[src/sv/rglap_pkg.sv]
// Package for the RSSI gate lap detector: widths, register indexes, reset values and types.
`default_nettype none

package rglap_pkg;

  // Width of an RSSI sample and of the trigger level.
  localparam int unsigned RSSI_BITS = 12;
  // Width of the threshold and offset registers.
  localparam int unsigned THR_BITS  = 12;
  localparam int unsigned TIME_BITS = 32;
  // Common width for comparisons that mix RSSI values and thresholds.
  localparam int unsigned CMP_BITS  = (RSSI_BITS > THR_BITS) ? RSSI_BITS : THR_BITS;
  localparam int unsigned CFG_DATA_BITS = TIME_BITS;
  localparam int unsigned CFG_IDX_BITS  = 2;

  localparam logic [RSSI_BITS-1:0] TRIGGER_RESET = RSSI_BITS'(10);
  localparam logic [THR_BITS-1:0]  CAL_OFFSET_RESET = THR_BITS'(15);
  localparam logic [THR_BITS-1:0]  EXIT_THR_RESET = THR_BITS'(60);
  localparam logic [THR_BITS-1:0]  EXIT_THR_CAL_RESET = THR_BITS'(120);

  typedef enum logic [CFG_IDX_BITS-1:0] {
    CFG_MIN_LAP_TIME    = 2'd0,
    CFG_CAL_OFFSET      = 2'd1,
    CFG_EXIT_THR        = 2'd2,
    CFG_EXIT_THR_CAL    = 2'd3
  } cfg_idx_e;

  typedef struct packed {
    logic [RSSI_BITS-1:0] rssi;
    logic [TIME_BITS-1:0] now_ms;
    logic                 enter_calibration;
  } in_t;

  typedef struct packed {
    logic                 lap_detected;
    logic [TIME_BITS-1:0] lap_time_ms;
    logic [RSSI_BITS-1:0] lap_exit_rssi;
    logic [RSSI_BITS-1:0] trigger_now;
    logic                 in_gate;
    logic                 calibrating_now;
  } out_t;

  typedef struct packed {
    logic [TIME_BITS-1:0] min_lap_time;
    logic [THR_BITS-1:0]  calibration_offset;
    logic [THR_BITS-1:0]  exit_threshold;
    logic [THR_BITS-1:0]  exit_threshold_calibrating;
  } cfg_t;

  typedef struct packed {
    logic                 gate_reached;
    logic                 calibrating;
    logic [RSSI_BITS-1:0] trigger_level;
    logic [RSSI_BITS-1:0] peak_rssi;
    logic [TIME_BITS-1:0] peak_time;
    logic [TIME_BITS-1:0] lap_start_time;
    logic [TIME_BITS-1:0] last_lap_end_time;
  } state_t;

endpackage

`default_nettype wire

[src/sv/rglap_cfg.sv]
// Configuration register file of the RSSI gate lap detector.
`default_nettype none

module rglap_cfg (
  input  wire logic                               clk_i,
  input  wire logic                               rst_ni,
  input  wire logic                               cfg_we_i,
  input  wire logic [rglap_pkg::CFG_IDX_BITS-1:0] cfg_idx_i,
  input  wire logic [rglap_pkg::CFG_DATA_BITS-1:0] cfg_wdata_i,
  output rglap_pkg::cfg_t                         cfg_o
);
  import rglap_pkg::*;

  cfg_t cfg_q;

  always_ff @(posedge clk_i or negedge rst_ni) begin
    if (!rst_ni) begin
      cfg_q.min_lap_time               <= '0;
      cfg_q.calibration_offset         <= CAL_OFFSET_RESET;
      cfg_q.exit_threshold             <= EXIT_THR_RESET;
      cfg_q.exit_threshold_calibrating <= EXIT_THR_CAL_RESET;
    end else if (cfg_we_i) begin
      case (cfg_idx_e'(cfg_idx_i))
        CFG_MIN_LAP_TIME: cfg_q.min_lap_time <= cfg_wdata_i[TIME_BITS-1:0];
        CFG_CAL_OFFSET:   cfg_q.calibration_offset <= cfg_wdata_i[THR_BITS-1:0];
        CFG_EXIT_THR:     cfg_q.exit_threshold <= cfg_wdata_i[THR_BITS-1:0];
        CFG_EXIT_THR_CAL: cfg_q.exit_threshold_calibrating <= cfg_wdata_i[THR_BITS-1:0];
        default: begin
        end
      endcase
    end
  end

  assign cfg_o = cfg_q;

endmodule

`default_nettype wire

[src/sv/rglap_step.sv]
// Per-sample lap detection logic: next tracker state and the result of one sample.
`default_nettype none

module rglap_step (
  input  wire rglap_pkg::in_t    in_i,
  input  wire rglap_pkg::cfg_t   cfg_i,
  input  wire rglap_pkg::state_t st_i,
  output rglap_pkg::state_t      st_o,
  output rglap_pkg::out_t        res_o
);
  import rglap_pkg::*;

  logic [TIME_BITS-1:0] holdoff_end;
  logic                 window_open;
  logic [CMP_BITS-1:0]  rssi_w;
  logic [CMP_BITS-1:0]  offset_w;
  logic [CMP_BITS-1:0]  cand_w;
  logic [CMP_BITS-1:0]  trig_w;
  logic [CMP_BITS-1:0]  thr_w;
  logic                 lap;

  always_comb begin
    st_o  = st_i;
    lap   = 1'b0;
    res_o = '0;

    if (in_i.enter_calibration) begin
      st_o.calibrating = 1'b1;
    end

    holdoff_end = st_i.last_lap_end_time + cfg_i.min_lap_time;
    window_open = (in_i.now_ms >= holdoff_end);

    rssi_w   = CMP_BITS'(in_i.rssi);
    offset_w = CMP_BITS'(cfg_i.calibration_offset);
    cand_w   = rssi_w - offset_w;

    if (window_open) begin
      if (!st_i.gate_reached && (in_i.rssi > st_i.trigger_level)) begin
        st_o.gate_reached = 1'b1;
      end
      if (in_i.rssi > st_i.peak_rssi) begin
        st_o.peak_rssi = in_i.rssi;
        st_o.peak_time = in_i.now_ms;
      end
    end

    // The trigger may only rise while calibrating and inside the gate.
    if (window_open && st_o.gate_reached && st_o.calibrating && (rssi_w >= offset_w) &&
        (cand_w > CMP_BITS'(st_i.trigger_level))) begin
      st_o.trigger_level = cand_w[RSSI_BITS-1:0];
    end

    trig_w = CMP_BITS'(st_o.trigger_level);
    thr_w  = st_o.calibrating ? CMP_BITS'(cfg_i.exit_threshold_calibrating)
                              : CMP_BITS'(cfg_i.exit_threshold);

    if (window_open && st_o.gate_reached && (trig_w > thr_w) &&
        (rssi_w < (trig_w - thr_w))) begin
      lap                     = 1'b1;
      res_o.lap_time_ms       = st_o.peak_time - st_i.lap_start_time;
      res_o.lap_exit_rssi     = in_i.rssi;
      st_o.gate_reached       = 1'b0;
      st_o.lap_start_time     = st_o.peak_time;
      st_o.last_lap_end_time  = in_i.now_ms;
      st_o.peak_rssi          = '0;
      st_o.peak_time          = '0;
      st_o.calibrating        = 1'b0;
    end

    res_o.lap_detected    = lap;
    res_o.trigger_now     = st_o.trigger_level;
    res_o.in_gate         = st_o.gate_reached;
    res_o.calibrating_now = st_o.calibrating;
  end

endmodule

`default_nettype wire

[src/sv/rssi_gate_lap_detector_core.sv]
// Top level of the RSSI gate lap detector: input register, tracker state and result register.
// Usage:
//   Each input transaction carries one RSSI sample, its millisecond timestamp and a
//   request to enter calibration mode. Each accepted sample produces exactly one result
//   transaction: a lap flag with the lap time and exit RSSI, plus the trigger level,
//   gate status and calibration status after that sample.
//   Both channels use valid and ready. A sample is captured into the input register,
//   handled by the combinational step logic against the tracker state once the output
//   register is free or being emptied, and its result is loaded into the output
//   register at the same edge as the state update. Throughput is one sample per cycle
//   while the receiver does not stall; it is set by the loop through the tracker state
//   registers, which carry one sample's update to the next. When the receiver stalls,
//   the result stays in the output register and the held sample waits in the input
//   register; in_ready_o falls only when both are full.
//   Configuration writes take effect at the edge where cfg_we_i is high and are to be
//   made only while no sample is in flight.
//   Reset is asynchronous and active low: it empties both registers, restores the
//   tracker state (trigger level 10, everything else zero) and the register defaults.
`default_nettype none

module rssi_gate_lap_detector_core (
  input  wire logic                                clk_i,
  input  wire logic                                rst_ni,
  input  wire logic                                in_valid_i,
  output logic                                     in_ready_o,
  input  wire rglap_pkg::in_t                      in_data_i,
  output logic                                     out_valid_o,
  input  wire logic                                out_ready_i,
  output rglap_pkg::out_t                          out_data_o,
  input  wire logic                                cfg_we_i,
  input  wire logic [rglap_pkg::CFG_IDX_BITS-1:0]  cfg_idx_i,
  input  wire logic [rglap_pkg::CFG_DATA_BITS-1:0] cfg_wdata_i
);
  import rglap_pkg::*;

  cfg_t   cfg;
  in_t    in_q;
  logic   in_valid_q;
  state_t st_q, st_d;
  out_t   res_d, out_q;
  logic   out_valid_q;
  logic   advance;

  rglap_cfg u_cfg (
    .clk_i       (clk_i),
    .rst_ni      (rst_ni),
    .cfg_we_i    (cfg_we_i),
    .cfg_idx_i   (cfg_idx_i),
    .cfg_wdata_i (cfg_wdata_i),
    .cfg_o       (cfg)
  );

  rglap_step u_step (
    .in_i  (in_q),
    .cfg_i (cfg),
    .st_i  (st_q),
    .st_o  (st_d),
    .res_o (res_d)
  );

  // The held sample is handled whenever the result register is free or being emptied.
  assign advance    = in_valid_q && (!out_valid_q || out_ready_i);
  assign in_ready_o = !in_valid_q || advance;

  always_ff @(posedge clk_i or negedge rst_ni) begin
    if (!rst_ni) begin
      in_valid_q <= 1'b0;
    end else if (in_ready_o) begin
      in_valid_q <= in_valid_i;
    end
  end

  // Payload of the input register needs no reset.
  always_ff @(posedge clk_i) begin
    if (in_ready_o && in_valid_i) begin
      in_q <= in_data_i;
    end
  end

  always_ff @(posedge clk_i or negedge rst_ni) begin
    if (!rst_ni) begin
      st_q.gate_reached      <= 1'b0;
      st_q.calibrating       <= 1'b0;
      st_q.trigger_level     <= TRIGGER_RESET;
      st_q.peak_rssi         <= '0;
      st_q.peak_time         <= '0;
      st_q.lap_start_time    <= '0;
      st_q.last_lap_end_time <= '0;
    end else if (advance) begin
      st_q <= st_d;
    end
  end

  always_ff @(posedge clk_i or negedge rst_ni) begin
    if (!rst_ni) begin
      out_valid_q <= 1'b0;
    end else if (advance) begin
      out_valid_q <= 1'b1;
    end else if (out_ready_i) begin
      out_valid_q <= 1'b0;
    end
  end

  always_ff @(posedge clk_i) begin
    if (advance) begin
      out_q <= res_d;
    end
  end

  assign out_valid_o = out_valid_q;
  assign out_data_o  = out_q;

`ifndef ASSERT_OFF
  // A lap end always leaves the gate and clears calibration mode.
  a_lap_clears_mode : assert property (@(posedge clk_i) disable iff (!rst_ni)
    out_valid_q && out_q.lap_detected |-> !out_q.in_gate && !out_q.calibrating_now)
    else $error("lap result with gate or calibration still set");

  // Without a lap the lap fields read as zero.
  a_no_lap_zero : assert property (@(posedge clk_i) disable iff (!rst_ni)
    out_valid_q && !out_q.lap_detected |-> (out_q.lap_time_ms == '0) &&
                                           (out_q.lap_exit_rssi == '0))
    else $error("lap fields non-zero without a lap");

  // An empty input register always takes a new sample.
  a_ready_when_empty : assert property (@(posedge clk_i) disable iff (!rst_ni)
    !in_valid_q |-> in_ready_o)
    else $error("input stalled while the input register is empty");

  // A handled sample shows up as a result in the next cycle.
  a_advance_result : assert property (@(posedge clk_i) disable iff (!rst_ni)
    advance |=> out_valid_o)
    else $error("handled sample produced no result");
`endif

endmodule

`default_nettype wire
[config.mk]
export PLATFORM = sky130hd
export DESIGN_NAME = rssi_gate_lap_detector_core
export DESIGN_NICKNAME = d
export VERILOG_FILES = /design/src/sv/rglap_pkg.sv /design/src/sv/rglap_cfg.sv /design/src/sv/rglap_step.sv /design/src/sv/rssi_gate_lap_detector_core.sv
export SDC_FILE = /design/constraint.sdc
export NUM_CORES = 1
export LEC_CHECK = 0
export BUFFER_PORTS_ARGS = -buffer_cell sky130_fd_sc_hd__buf_2
export CORE_ASPECT_RATIO = 1.25
export CORE_MARGIN = 5
export CORE_UTILIZATION = 65
export DETAILED_ROUTE_END_ITERATION = 10
export PLACE_DENSITY = 0.86
export SLEW_MARGIN = 20
export SYNTH_ARGS = -nofsm -noshare
export SYNTH_HDL_FRONTEND = slang
export SYNTH_SLANG_ARGS = --single-unit
[constraint.sdc]
create_clock -name clk_i -period 17.4 [get_ports clk_i]
set_clock_uncertainty 0.05 [all_clocks]
set_input_delay 0.87 -clock clk_i [delete_from_list [all_inputs] [get_ports clk_i]]
set_output_delay 0.87 -clock clk_i [all_outputs]
set_load 0.03 [all_outputs]
Word-level counts from Yosys, hierarchy flattened. Index checks and enable logic that the tools add are counted.

Bits in registers: 296. Logic and storage cells: 72. Output and inout port bits: 61.

Equal/unequal tests: 3. $add $sub $neg: 4. $lt $le $gt $ge: 7. Multiplexer cells: 12. Reduce and logical (&&, ||, !) cells: 24.

Operators with widths (number): 108-bit 2-to-1 mux (1); 44-bit 2-to-1 mux (2); 12-bit > comparator (4); 32-bit adder (1); 32-bit greater-or-equal comparator (1); 32-bit subtractor (1); 12-bit 2-to-1 mux (2); 12-bit subtractor (2); 12-bit greater-or-equal comparator (1); 12-bit less-than comparator (1); 2-bit AND reduction (5); 1-bit logical AND (9); 1-bit 2-to-1 mux (6); 2-bit nonzero test (3); 2-bit equality test (second input constant) (2); 1-bit zero test (3); 3-bit AND reduction (1); 2-bit by 1-bit equality test with 1-bit output (second input constant) (1); 2-bit zero test (1); 1-bit logical OR (2); 2-bit 2-to-1 mux (1).

Depth between registers and ports, before layout. Gate-level depths: netlist of the first run.

Depth in word-level cells: 14. Mapped depth: 42.

Modules after synthesis. A second synthesis of the first run with hierarchy kept.

Cells, all modules: 1618. Area total of the unflattened synthesis: 18954.4 µm².

By module, submodules not included: rglap_step (area an instance 8321.7 µm², cells each 1102, times used 1); rssi_gate_lap_detector_core (area an instance 8057.7 µm², cells each 370, times used 1); rglap_cfg (area an instance 2575.0 µm², cells each 146, times used 1).

Least setup slack after synthesis of the first run. Ideal clock, no wire load.

Path kind: flip-flop to flip-flop. Start: register u_cfg.cfg_q (netlist bit u_cfg.cfg_o[36]). End: register st_q[10] (netlist name). Library setup time: 0.125 ns. Period minus slack after synthesis: 8.577 ns. Required time: 17.225 ns. Slack: 8.823 ns. Cell stages (with the launch flop): 41. Arrival: 8.402 ns. Cells stage by stage: dfrtp_1 -> ha_1 -> inv_1 -> fa_1 -> nor2b_1 -> o21a_1 -> o21ai_0 -> a21oi_1 -> nor4_1 -> nor4_1 -> o21bai_1 -> a31oi_1 -> o41ai_1 -> o21ai_0 -> a211oi_1 -> xor2_1 -> ha_1 -> and4_1 -> [5 not listed] -> mux2i_1 -> inv_1 -> ha_1 -> a21o_1 -> maj3_1 -> xor2_1 -> ha_1 -> o21a_1 -> o21a_1 -> o21a_1 -> o21a_1 -> o21ai_0 -> a21oi_1 -> a2111oi_0 -> and4_1 -> buf_6 -> buf_6 -> mux2_4.

RTL lines: start: declaration (RTL line rglap_cfg.sv:14) `cfg_t cfg_q;`; end signal: assignment (RTL line rssi_gate_lap_detector_core.sv:90) `st_q <= st_d;`; end: declaration (RTL line rssi_gate_lap_detector_core.sv:39) `state_t st_q, st_d;`.

==> impl_metrics.tcl, run 1 <==
set metrics [dict create \
    run_status "finished clean" \
    cts-root-to-sink-buffers 3 \
    synth-compound-area-share_pct 14.10 \
    seq_area_um2 7945 \
    leakage_nw 9.137 \
    first_global_vias 12980 \
    place_worst_setup_slack_ps 6209 \
    fin_crit_sh_pct 65.70 \
    critPathRequiredTime_ps 17790 \
    cts.hold.buffers_added 0 \
    first_iter_violations 764 \
    route.detailed.wl_per_inst_um 19.21 \
    insertion_delay_ps 560 \
    worst_setup_path_start_kind "flop" \
    ir_worst_vdd_v 0.0001497 \
    crit_path_end_kind "flop" \
    maxSlewHeadroom_pct 33.81 \
    placementRows 66 \
    layout_cells_sized_above_1_pct 19.46 \
    timing.critical_path.arrival_ps 11830 \
    maximum_number_of_pins_on_one_net_before_global_route_repair 111 \
    final_period_minus_worst_setup_slack_ps 11430 \
    synth-seq-area-share_pct 46.13 \
    grt_pass1_wl_um 64700 \
    port_buffers 144 \
    critical_path_peak_fanout 47 \
    htree_levels 1 \
    die_width_um 155.6 \
    finalSetupViolCount 0 \
    cts_made_buffers 29 \
    yosysWarnings 0 \
    detail_route.wirelength_um 39700 \
    antenna_left 0 \
    syn_to_final_growth_pct 11.67 \
    die-height_um 192 \
    area_of_the_core_um2 26100 \
    critical_path.max_stage_delay_ps 970 \
    hold_path_class "in2async" \
    fin_nets 1955 \
    antenna_cells_inserted 0 \
    postSynthRegisterBits 296 \
    clock-root-buffer "sky130_fd_sc_hd__clkbuf_16" \
    synth_async_sr_flop_share_pct 64.86 \
    setup_slack_ps 5969 \
    synth_fp_nets 1812 \
    initial_core_util_pct 66.00 \
    yosys.area.top_type_share_pct 25.86 \
    post_cts.repair.setup_buffers 0 \
    die_area_um2 29880 \
    drcViolationCount 0 \
    drt_pre_antenna_iters 6 \
    tightestPinTransition_ps 992.8 \
    io_pins 145 \
    clock_pin_slew_reported_for_the_worst_setup_and_hold_paths_after_clock_tree_synthesis_ps 60 \
    timing.critical_path.slowest_stage_cell "sky130_fd_sc_hd__inv_2" \
    design_power_total_mw 3.786 \
    cpMostUsedCell "sky130_fd_sc_hd__o21a_1" \
    synthSimpleGateAreaFrac_pct 9.371 \
    viasPerCell 5.996 \
    maximum_capacitance_violations 0 \
    finalWeightedCongestion 0.9143 \
    dp_hpwl_um 29300 \
    post_synth_xor_area_fraction_pct 3.814 \
    via_total_after_detailed_routing 12390 \
    cts_num_sinks 296 \
    gr-total-overflow 0 \
    grt_util_all_layers_pct 26.88 \
    power_per_cell_area_nw_per_um2 196.8 \
    multi_input_area_um2 8568 \
    antenna_found_initial 0 \
    synthCells 1561 \
    largest_cells_by_area_after_synthesis "sky130_fd_sc_hd__dfrtp_1 (26%), sky130_fd_sc_hd__edfxtp_1 (18%), sky130_fd_sc_hd__ha_1 (12%)" \
    layout.filler_cells 1807 \
    synth_cell_types 72 \
    final-max-slew-violation-count 0 \
    maxClockFrequency_ghz 0.08748 \
    hold_violations 0 \
    flip_flop_cell_with_the_highest_count_after_synthesis "sky130_fd_sc_hd__dfrtp_1" \
    post_synth_fa_ha_maj_area_fraction_pct 12.36 \
    post_synth_instance_area_um2 17220 \
    synth_top_family_by_area "compound AO/OA/AOI/OAI gates" \
    share_of_cell_area_taken_by_muxes_after_synthesis_pct 9.930 \
    cts_resized 0 \
    synth.largest_area_cell "sky130_fd_sc_hd__dfrtp_1" \
    synth-edff-count 104 \
    syn-mean-instance-area_um2 11.03 \
    ff2ff_path_depth 40 \
    worstSetupPathType "reg2reg" \
    rsz0062_at_grt "no" \
    timing.setup.tns_ps 0 \
    tritoncts "built" \
]
## layout make-up
cell class	instances	share of cell area [%]
clock buffer	38	4.163
inverter	133	2.595
tap	340	2.212
sequential	296	41.31
timing repair buffer	152	4.124
multi-input combinational	1092	44.55
clock inverter	16	1.054
## cell families (layout without fill, tap and decap cells)
| family | after synthesis | count (layout) |
|---|---|---|
| buffers and inverters | 173 | 339 |
| AOI/OAI and AO/OA | 370 | 370 |
| DFF | 296 | 296 |
| and+or+nand+nor | 332 | 332 |
| adders and majority gates | 168 | 168 |
| muxes | 147 | 147 |
| xor gates and xnor gates | 75 | 75 |
## cell usage in the layout (no fill, tap or decap), types with 15 or more instances in the layout
cell type,instances
sky130_fd_sc_hd__a21o_1,45
sky130_fd_sc_hd__xnor2_1,41
sky130_fd_sc_hd__nor2_1,102
sky130_fd_sc_hd__o31ai_1,40
sky130_fd_sc_hd__o21a_1,19
sky130_fd_sc_hd__xor2_1,34
sky130_fd_sc_hd__nand2_1,88
sky130_fd_sc_hd__nand4_1,18
sky130_fd_sc_hd__clkbuf_16,30
sky130_fd_sc_hd__a21oi_1,116
sky130_fd_sc_hd__edfxtp_1,104
sky130_fd_sc_hd__and2_1,19
sky130_fd_sc_hd__mux2i_1,43
sky130_fd_sc_hd__o21ai_0,60
sky130_fd_sc_hd__nor3_1,15
sky130_fd_sc_hd__mux2_2,75
sky130_fd_sc_hd__buf_2,143
sky130_fd_sc_hd__nand2b_1,25
sky130_fd_sc_hd__ha_1,163
sky130_fd_sc_hd__inv_1,131
sky130_fd_sc_hd__dfrtp_1,178
sky130_fd_sc_hd__mux2_4,29
## registers in the layout, indices dropped and copies added (netlist names)
name         count
st_q           122
u_cfg.cfg_o     68
out_data_o      59
in_q            45
in_valid_q       1
out_valid_o      1
## path summary, 6_finish.rpt
| check | startpoint | end | slack [ps] |
|---|---|---|---|
| hold reg to reg | st_q[86] | st_q[86] | 430 |
| max in group asynchronous | rst_ni | st_q[121] | 15610 |
| min in group clk_i | in_data_i[31] | in_q[31] | 430 |
| hold / removal | rst_ni | st_q[113] | 350 |
| setup / recovery | u_cfg.cfg_o[36] | st_q[105] | 5970 |
| setup reg to reg | u_cfg.cfg_o[36] | st_q[105] | 5970 |
## through the flow
step | utilization [%] | area, um^2 | hold slack [ps] | cells
final | 73.71 | 19230 | 354.4 | 2067
after global routing | 73.71 | 19230 | 406.9 | 2067
after CTS | 73.70 | 19230 | 391.5 | 2067
after detailed placement | 69.85 | 18230 | 416.7 | 2013
after global placement | 69.85 | 18230 | 408.9 | 2013
after floorplan | - | 17220 | 398.3 | 1561
## worst max-delay path, delay by kind of cell, from the launching register on
family / cells / cell delay (ps)
fa+ha+maj: 6 / 1740
xor+xnor: 2 / 300
mux: 1 / 370
compound gates: 19 / 4580
buf+inv: 3 / 1160
flops: 1 / 380
simple gates: 9 / 2710
## cells in the mapped netlist (3+ instances only)
master,count
sky130_fd_sc_hd__a2111oi_0,6
sky130_fd_sc_hd__a211o_1,5
sky130_fd_sc_hd__a211oi_1,11
sky130_fd_sc_hd__a21boi_0,3
sky130_fd_sc_hd__a21o_1,45
sky130_fd_sc_hd__a21oi_1,116
sky130_fd_sc_hd__a221o_1,3
sky130_fd_sc_hd__a221oi_1,3
sky130_fd_sc_hd__a22o_1,13
sky130_fd_sc_hd__a31oi_1,4
sky130_fd_sc_hd__and2_1,20
sky130_fd_sc_hd__and3_1,6
sky130_fd_sc_hd__and4_1,4
sky130_fd_sc_hd__buf_1,3
sky130_fd_sc_hd__buf_2,3
sky130_fd_sc_hd__buf_6,11
sky130_fd_sc_hd__clkbuf_1,22
sky130_fd_sc_hd__dfrtp_1,178
sky130_fd_sc_hd__dfstp_2,14
sky130_fd_sc_hd__edfxtp_1,104
sky130_fd_sc_hd__fa_1,4
sky130_fd_sc_hd__ha_1,163
sky130_fd_sc_hd__inv_1,131
sky130_fd_sc_hd__mux2_2,75
sky130_fd_sc_hd__mux2_4,29
sky130_fd_sc_hd__mux2i_1,43
sky130_fd_sc_hd__nand2_1,89
sky130_fd_sc_hd__nand2b_1,25
sky130_fd_sc_hd__nand3_1,13
sky130_fd_sc_hd__nand3b_1,4
sky130_fd_sc_hd__nand4_1,18
sky130_fd_sc_hd__nor2_1,102
sky130_fd_sc_hd__nor2b_1,13
sky130_fd_sc_hd__nor3_1,15
sky130_fd_sc_hd__nor4_1,6
sky130_fd_sc_hd__o211a_1,4
sky130_fd_sc_hd__o211ai_1,10
sky130_fd_sc_hd__o21a_1,19
sky130_fd_sc_hd__o21ai_0,60
sky130_fd_sc_hd__o21bai_1,10
sky130_fd_sc_hd__o31ai_1,40
sky130_fd_sc_hd__or3_1,7
sky130_fd_sc_hd__xnor2_1,41
sky130_fd_sc_hd__xor2_1,34
## power breakdown
group | total (mW) | switching, mW | internal (mW)
combinational | 2.10 | 1.20 | 0.903
sequential | 1.02 | 0.104 | 0.919
clock | 0.660 | 0.274 | 0.386
## layer usage
metal | wire [um] | vias up | share of wire (%) | GRT usage (%)
met3 | 1836 | 120 | 4.6 | 3.223
met4 | 1925 | 0 | 4.8 | 11.75
li1 | - | 5918 | - | -
met5 | 0 | - | 0 | 0
met2 | 20810 | 356 | 52 | 49.73
met1 | 15130 | 6000 | 38 | 31.16
Power figures use the tool's default switching activity.
==> run 2: changes to the inputs <==
--- a/config.mk
+++ b/config.mk
@@ -8,9 +8,9 @@
 export BUFFER_PORTS_ARGS = -buffer_cell sky130_fd_sc_hd__buf_2
 export CORE_ASPECT_RATIO = 1.25
 export CORE_MARGIN = 5
-export CORE_UTILIZATION = 65
+export CORE_UTILIZATION = 55
 export DETAILED_ROUTE_END_ITERATION = 10
-export PLACE_DENSITY = 0.86
+export PLACE_DENSITY = 0.77
 export SLEW_MARGIN = 20
 export SYNTH_ARGS = -nofsm -noshare
 export SYNTH_HDL_FRONTEND = slang
==> constraint.sdc (replaced) <==
create_clock -name clk_i -period 9.6 [get_ports clk_i]
set_clock_uncertainty 0.05 [all_clocks]
set_input_delay 0.48 -clock clk_i [delete_from_list [all_inputs] [get_ports clk_i]]
set_output_delay 0.48 -clock clk_i [all_outputs]
set_load 0.03 [all_outputs]
==> run 2 against run 1 <==
Compared with the run above:
- the run now ends with hold timing left
- via count stayed put
- clock power is 89% higher
- routed wire length is 1.2% higher
- maximum frequency is 26% higher
- die area is 17% higher
- clock-buffer cell count is 4 higher
- non-clock buffer count is 14 higher
- hold slack worse by 410 ps
- sequential power is 81% higher
- sequential share of layout area is 0.75 points lower
- register-to-register slack worse by 5400 ps
- design area is 1.9% higher
==> impl_metrics.tcl, run 2 (same netlist as run 1, synthesis figures left out) <==
set metrics [dict create \
    critical_path.max_stage_delay_ps 440 \
    gr-total-overflow 0 \
    antenna_cells_inserted 0 \
    hold_violations 23 \
    layout_cells_sized_above_1_pct 20.71 \
    clock_pin_slew_reported_for_the_worst_setup_and_hold_paths_after_clock_tree_synthesis_ps 60 \
    dp_hpwl_um 30150 \
    cpMostUsedCell "sky130_fd_sc_hd__ha_1" \
    drcViolationCount 0 \
    power_per_cell_area_nw_per_um2 357.2 \
    final_design_area_no_fill_um2 19590 \
    area_of_the_core_um2 30900 \
    tritoncts "built" \
    regMostFlops "st_q" \
    failed_checks "hold timing" \
    maximum_number_of_pins_on_one_net_before_global_route_repair 127 \
    route.layer.met1.wl_um 15680 \
    antenna_found_initial 0 \
    dpl-instance-area_um2 18450 \
    timing.critical_path.arrival_ps 9490 \
    route.detailed.wl_per_inst_um 18.69 \
    worst_setup_path_start_kind "flop" \
    first_iter_violations 764 \
    maxClockFrequency_ghz 0.1101 \
    insertion_delay_ps 570 \
    run_status "complete, but fails checks" \
    hold_path_class "in2async" \
    placedCellCount 2093 \
    fin_crit_sh_pct 94.59 \
    ff2ff_setup_slack_ps 520 \
    fin_nets 1970 \
    grt_pass1_wl_um 64990 \
    first_global_vias 12850 \
    placementRows 72 \
    fin_cells 2150 \
    most_common_cell_after_layout_fill_and_taps_aside "sky130_fd_sc_hd__dfrtp_1" \
    grt_util_all_layers_pct 22.82 \
    leakage_nw 9.239 \
    hold-worst-slack_ps -57.19 \
    critical_path_peak_fanout 16 \
    clock-root-buffer "sky130_fd_sc_hd__clkbuf_16" \
    viasPerCell 5.765 \
    die_width_um 168.3 \
    worstSetupPathType "reg2reg" \
    setup_slack_ps 519.3 \
    timing.setup.tns_ps 0 \
    layout.filler_cells 2403 \
    route.top_layer_used "met4" \
    cts_num_sinks 296 \
    timing.critical_path.slowest_stage_cell "sky130_fd_sc_hd__a2111oi_0" \
    via_total_after_detailed_routing 12390 \
    drt_pre_antenna_iters 5 \
    mostFrequentLayoutCells "sky130_fd_sc_hd__dfrtp_1 (178), sky130_fd_sc_hd__ha_1 (163), sky130_fd_sc_hd__buf_2 (143)" \
    detail_route.wirelength_um 40180 \
    cts_made_buffers 30 \
    ir_worst_vdd_v 0.0001766 \
    sum_of_met3_wire_segment_lengths_after_detailed_routing_um 1978 \
    design_power_total_mw 6.998 \
    antenna_left 0 \
    maxSlewHeadroom_pct 36.53 \
    dr_wl_met2_um 20850 \
    cts-root-to-sink-buffers 3 \
    finalWeightedCongestion 0.9104 \
    port_buffers 144 \
    cts.hold.buffers_added 0 \
    initial_core_util_pct 55.74 \
    largest_reg_flops 122 \
    tightestPinTransition_ps 952.0 \
    die_area_um2 34980 \
    final_period_minus_worst_setup_slack_ps 9081 \
    htree_levels 1 \
    die-height_um 207.9 \
    crit_path_end_kind "flop" \
    io_pins 145 \
    finalSetupViolCount 0 \
    place_worst_setup_slack_ps 91.68 \
    syn_to_final_growth_pct 13.74 \
    maximum_capacitance_violations 0 \
    critPathRequiredTime_ps 10010 \
    final-max-slew-violation-count 0 \
]
## run 2: cell types whose count changed in the layout (fill, tap and decap cells not counted), sizes merged
cell      change
clkbuf        +3
clkinv        -4
clkinvlp      +1
inv           +1
buf          +15
## run 2: power by group
part	internal [mW]	leakage, nW	switching [mW]
registers	1.67	3.40	0.186
logic	1.69	5.32	2.21
clock network	0.751	0.516	0.502
total	4.10	9.24	2.90
## run 2: cell type report
cell class                 count  area, um^2  share of cell area (%)
clock buffer                  42       878.3                   4.483
clock inverter                14       201.4                   1.028
inverter                     133       499.2                   2.548
multi-input combinational   1092        8617                   43.98
sequential                   296        7945                   40.55
tap                          407       509.2                   2.599
timing repair buffer         166       940.9                   4.803
## run 2: per-stage QoR
| stage | utilization [%] | hold slack, ps |
|---|---|---|
| 2_1_floorplan | - | 134.4 |
| 3_3_place_gp | 59.70 | 409.1 |
| 3_5_place_dp | 59.70 | 416.0 |
| 4_1_cts | 63.19 | 0.3320 |
| 5_1_grt | 63.40 | 4.437 |
| 6_report | 63.40 | -57.19 |
## run 2: worst paths after layout
kind                                 startpoint  cells past startpoint         to
worst max-delay path            u_cfg.cfg_o[36]                     39   st_q[31]
worst min-delay path                     rst_ni                      1  st_q[112]
worst max register to register  u_cfg.cfg_o[36]                     39   st_q[31]
worst min register to register         st_q[90]                      2   st_q[90]
max in group asynchronous                rst_ni                      2   st_q[39]
min in group clk_i                in_data_i[28]                      1   in_q[28]
## run 2: timing repair
| item | 4_1_cts | 5_1_grt |
|---|---|---|
| resized for setup | 0 | 16 |
| buffers inserted | 0 | 1 |
| endpoints found under the setup margin | 0 | 157 |
| endpoints found under the hold margin | 0 | 0 |
## run 2: worst max-delay path: cells and delay by family (launching register included)
kind / cells / cell delay, ps
AO/OA/AOI/OAI: 18 / 4070
XOR/XNOR: 2 / 360
adder cells (fa/ha/maj): 5 / 1310
buffers and inverters: 5 / 860
flip-flops: 1 / 390
multiplexers: 1 / 340
AND/OR/NAND/NOR: 8 / 1550
## run 2: layer usage
layer / up-vias / GRT usage [%]
li1: 5939 / -
met1: 6019 / 27.58
met2: 335 / 41.56
met3: 101 / 2.571
met4: 0 / 8.679
met5: - / 0
==> run 3: changes to the inputs <==
--- a/config.mk
+++ b/config.mk
@@ -8,9 +8,8 @@
 export BUFFER_PORTS_ARGS = -buffer_cell sky130_fd_sc_hd__buf_2
 export CORE_ASPECT_RATIO = 1.25
 export CORE_MARGIN = 5
-export CORE_UTILIZATION = 55
+export CORE_UTILIZATION = 40
 export DETAILED_ROUTE_END_ITERATION = 10
-export PLACE_DENSITY = 0.77
 export SLEW_MARGIN = 20
 export SYNTH_ARGS = -nofsm -noshare
 export SYNTH_HDL_FRONTEND = slang
==> run 3 against run 2 <==
Compared with the run above:
- the run now ends clean
- sequential share of layout area down 0.79 points
- global-route usage decreased by 5.1 points
- critical path depth grew 3
- final cell count up 8.1%
- total power is 1.1% higher
- first-iteration DRC count decreased by 21%
- critical path type unchanged
==> impl_metrics.tcl, run 3 (same netlist as run 1, synthesis figures left out) <==
set metrics [dict create \
    min_path_cells 1 \
    power_per_cell_area_nw_per_um2 354.0 \
    layout.filler_cells 3936 \
    route.top_layer_used "met4" \
    terminus_of_the_critical_flop_to_flop_path "out_data_o[57]" \
    htree_levels 2 \
    combinationalPowerShare_pct 55.3 \
    viasPerCell 5.271 \
    ir_worst_vdd_v 0.0001742 \
    dp_hpwl_um 31680 \
    drcViolationCount 0 \
    leakage_nw 9.365 \
    pwr-share-clk_pct 18.5 \
    regMostFlops "st_q" \
    detail_route.wirelength_um 42180 \
    final_design_area_no_fill_um2 19980 \
    insertion_delay_ps 550 \
    finalWeightedCongestion 0.8967 \
    die-height_um 242 \
    worst_setup_path_start_kind "flop" \
    gr-total-overflow 0 \
    worst_hold_path.endpoint "in_q[35]" \
    timing.critical_path.slowest_stage_cell "sky130_fd_sc_hd__dfrtp_1" \
    rr_startpoint "u_cfg.cfg_o[36]" \
    worstSetupPathType "reg2reg" \
    finalSetupViolCount 0 \
    tightestPinTransition_ps 908.1 \
    cts-root-to-sink-buffers 3 \
    die_width_um 195.6 \
    final-max-slew-violation-count 0 \
    area_of_the_core_um2 42860 \
    route.layer.met1.wl_um 17380 \
    via_total_after_detailed_routing 12250 \
    worstHoldStart "in_data_i[35]" \
    critical_path.n_buffers_inverters 5 \
    maximum_number_of_pins_on_one_net_before_global_route_repair 71 \
    cts_made_buffers 34 \
    crit_path_end_kind "flop" \
    fin_nets 1984 \
    critical_path_peak_fanout 30 \
    power.internal_mw 4.163 \
    fraction_of_the_core_area_covered_by_cells_at_the_end_of_the_flow_pct 46.62 \
    placementRows 85 \
    hold_violations 0 \
    hold-worst-slack_ps 54.70 \
    ff2ff_setup_slack_ps 520 \
    maxSlewHeadroom_pct 39.46 \
    fin_crit_sh_pct 94.59 \
    hold_path_class "in2reg" \
    most_common_cell_after_layout_fill_and_taps_aside "sky130_fd_sc_hd__dfrtp_1" \
    antenna_cells_inserted 0 \
    antenna_found_initial 0 \
    crit_family "compound AO/OA/AOI/OAI gates" \
    power.share.switching_pct 41.15 \
    antenna_left 0 \
    seqPwrFrac_pct 26.1 \
    grt_util_all_layers_pct 17.76 \
    maxClockFrequency_ghz 0.1101 \
    cts_num_sinks 296 \
    timing.critical_path.arrival_ps 9450 \
    mostFrequentLayoutCells "sky130_fd_sc_hd__dfrtp_1 (178), sky130_fd_sc_hd__ha_1 (163), sky130_fd_sc_hd__buf_2 (143)" \
    port_buffers 144 \
    route.detailed.wl_per_inst_um 18.15 \
    cpMostUsedCell "sky130_fd_sc_hd__ha_1" \
    critPathRequiredTime_ps 9970 \
    sum_of_met3_wire_segment_lengths_after_detailed_routing_um 1841 \
    io_pins 145 \
    dr_wl_met2_um 21740 \
    maximum_capacitance_violations 0 \
    largest_reg_flops 122 \
    die_area_um2 47340 \
    p_switching_mw 2.910 \
    first_global_vias 12630 \
    ff2ff_path_depth 42 \
    final_period_minus_worst_setup_slack_ps 9081 \
    grt_pass1_wl_um 67860 \
    clock-root-buffer "sky130_fd_sc_hd__clkbuf_16" \
    syn_to_final_growth_pct 16.00 \
    tritoncts "built" \
    clock_pin_slew_reported_for_the_worst_setup_and_hold_paths_after_clock_tree_synthesis_ps 60 \
    layout_cells_sized_above_1_pct 21.38 \
    run_status "finished clean" \
    drt_pre_antenna_iters 5 \
    dpl-instance-area_um2 18710 \
    initial_core_util_pct 40.19 \
    first_iter_violations 604 \
    critical_path.max_stage_delay_ps 390 \
]
-- run 3: metrics by stage --
step | setup slack [ps] | power (mW) | setup TNS, ps | cells
floorplan | 1023 | 4.784 | 0 | 1561
global route | -45.04 | 7.677 | -151.7 | 2324
finish | 518.9 | 7.073 | 0 | 2324
global placement | 192.0 | 5.641 | 0 | 2257
CTS | 109.4 | 7.087 | 0 | 2320
detailed placement | 17.57 | 5.723 | 0 | 2257
-- run 3: cell type report --
type	count	area [um^2]	share of cell area, %
clock buffer	54	1080	5.405
multi-input combinational	1092	8645	43.27
tap	565	706.9	3.538
inverter	133	499.2	2.499
timing repair buffer	176	1046	5.235
sequential	296	7945	39.77
clock inverter	8	57.56	0.2881
-- run 3: worst max-delay path by stage --
stage | from | endpoint | slack [ps] | cells past startpoint
6_report | u_cfg.cfg_o[36] | out_data_o[57] | 520 | 42
5_1_grt | st_q[0] | st_q[53] | -50 | 43
4_1_cts | u_cfg.cfg_o[37] | out_data_o[57] | 110 | 36
3_5_place_dp | u_cfg.cfg_o[37] | out_data_o[57] | 20 | 36
3_3_place_gp | u_cfg.cfg_o[36] | out_data_o[55] | 190 | 39
2_1_floorplan | u_cfg.cfg_o[36] | st_q[10] | 1020 | 40
-- run 3: power groups by stage --
stage          logic (mW)  registers [mW]  clock network, mW
6_report             3.91            1.85               1.31
5_1_grt              4.38            1.89               1.41
4_1_cts              3.88            1.85               1.36
3_5_place_dp         3.85            1.87                  0
3_3_place_gp         3.78            1.86                  0
2_1_floorplan        2.88            1.91                  0
-- run 3: timing repair --
item / CTS / global route
setup buffers: 0 / 4
setup endpoints to repair: 1 / 157
gates resized for setup: 1 / 20
hold buffers: 1 / 0
hold endpoints to repair: 61 / 0
pin swaps: 0 / 3
-- run 3: metal layers --
metal | GRT usage, % | up-vias
li1 | - | 5984
met1 | 21.19 | 5958
met2 | 32.27 | 234
met3 | 3.102 | 74
met4 | 5.772 | 0
met5 | 0 | -
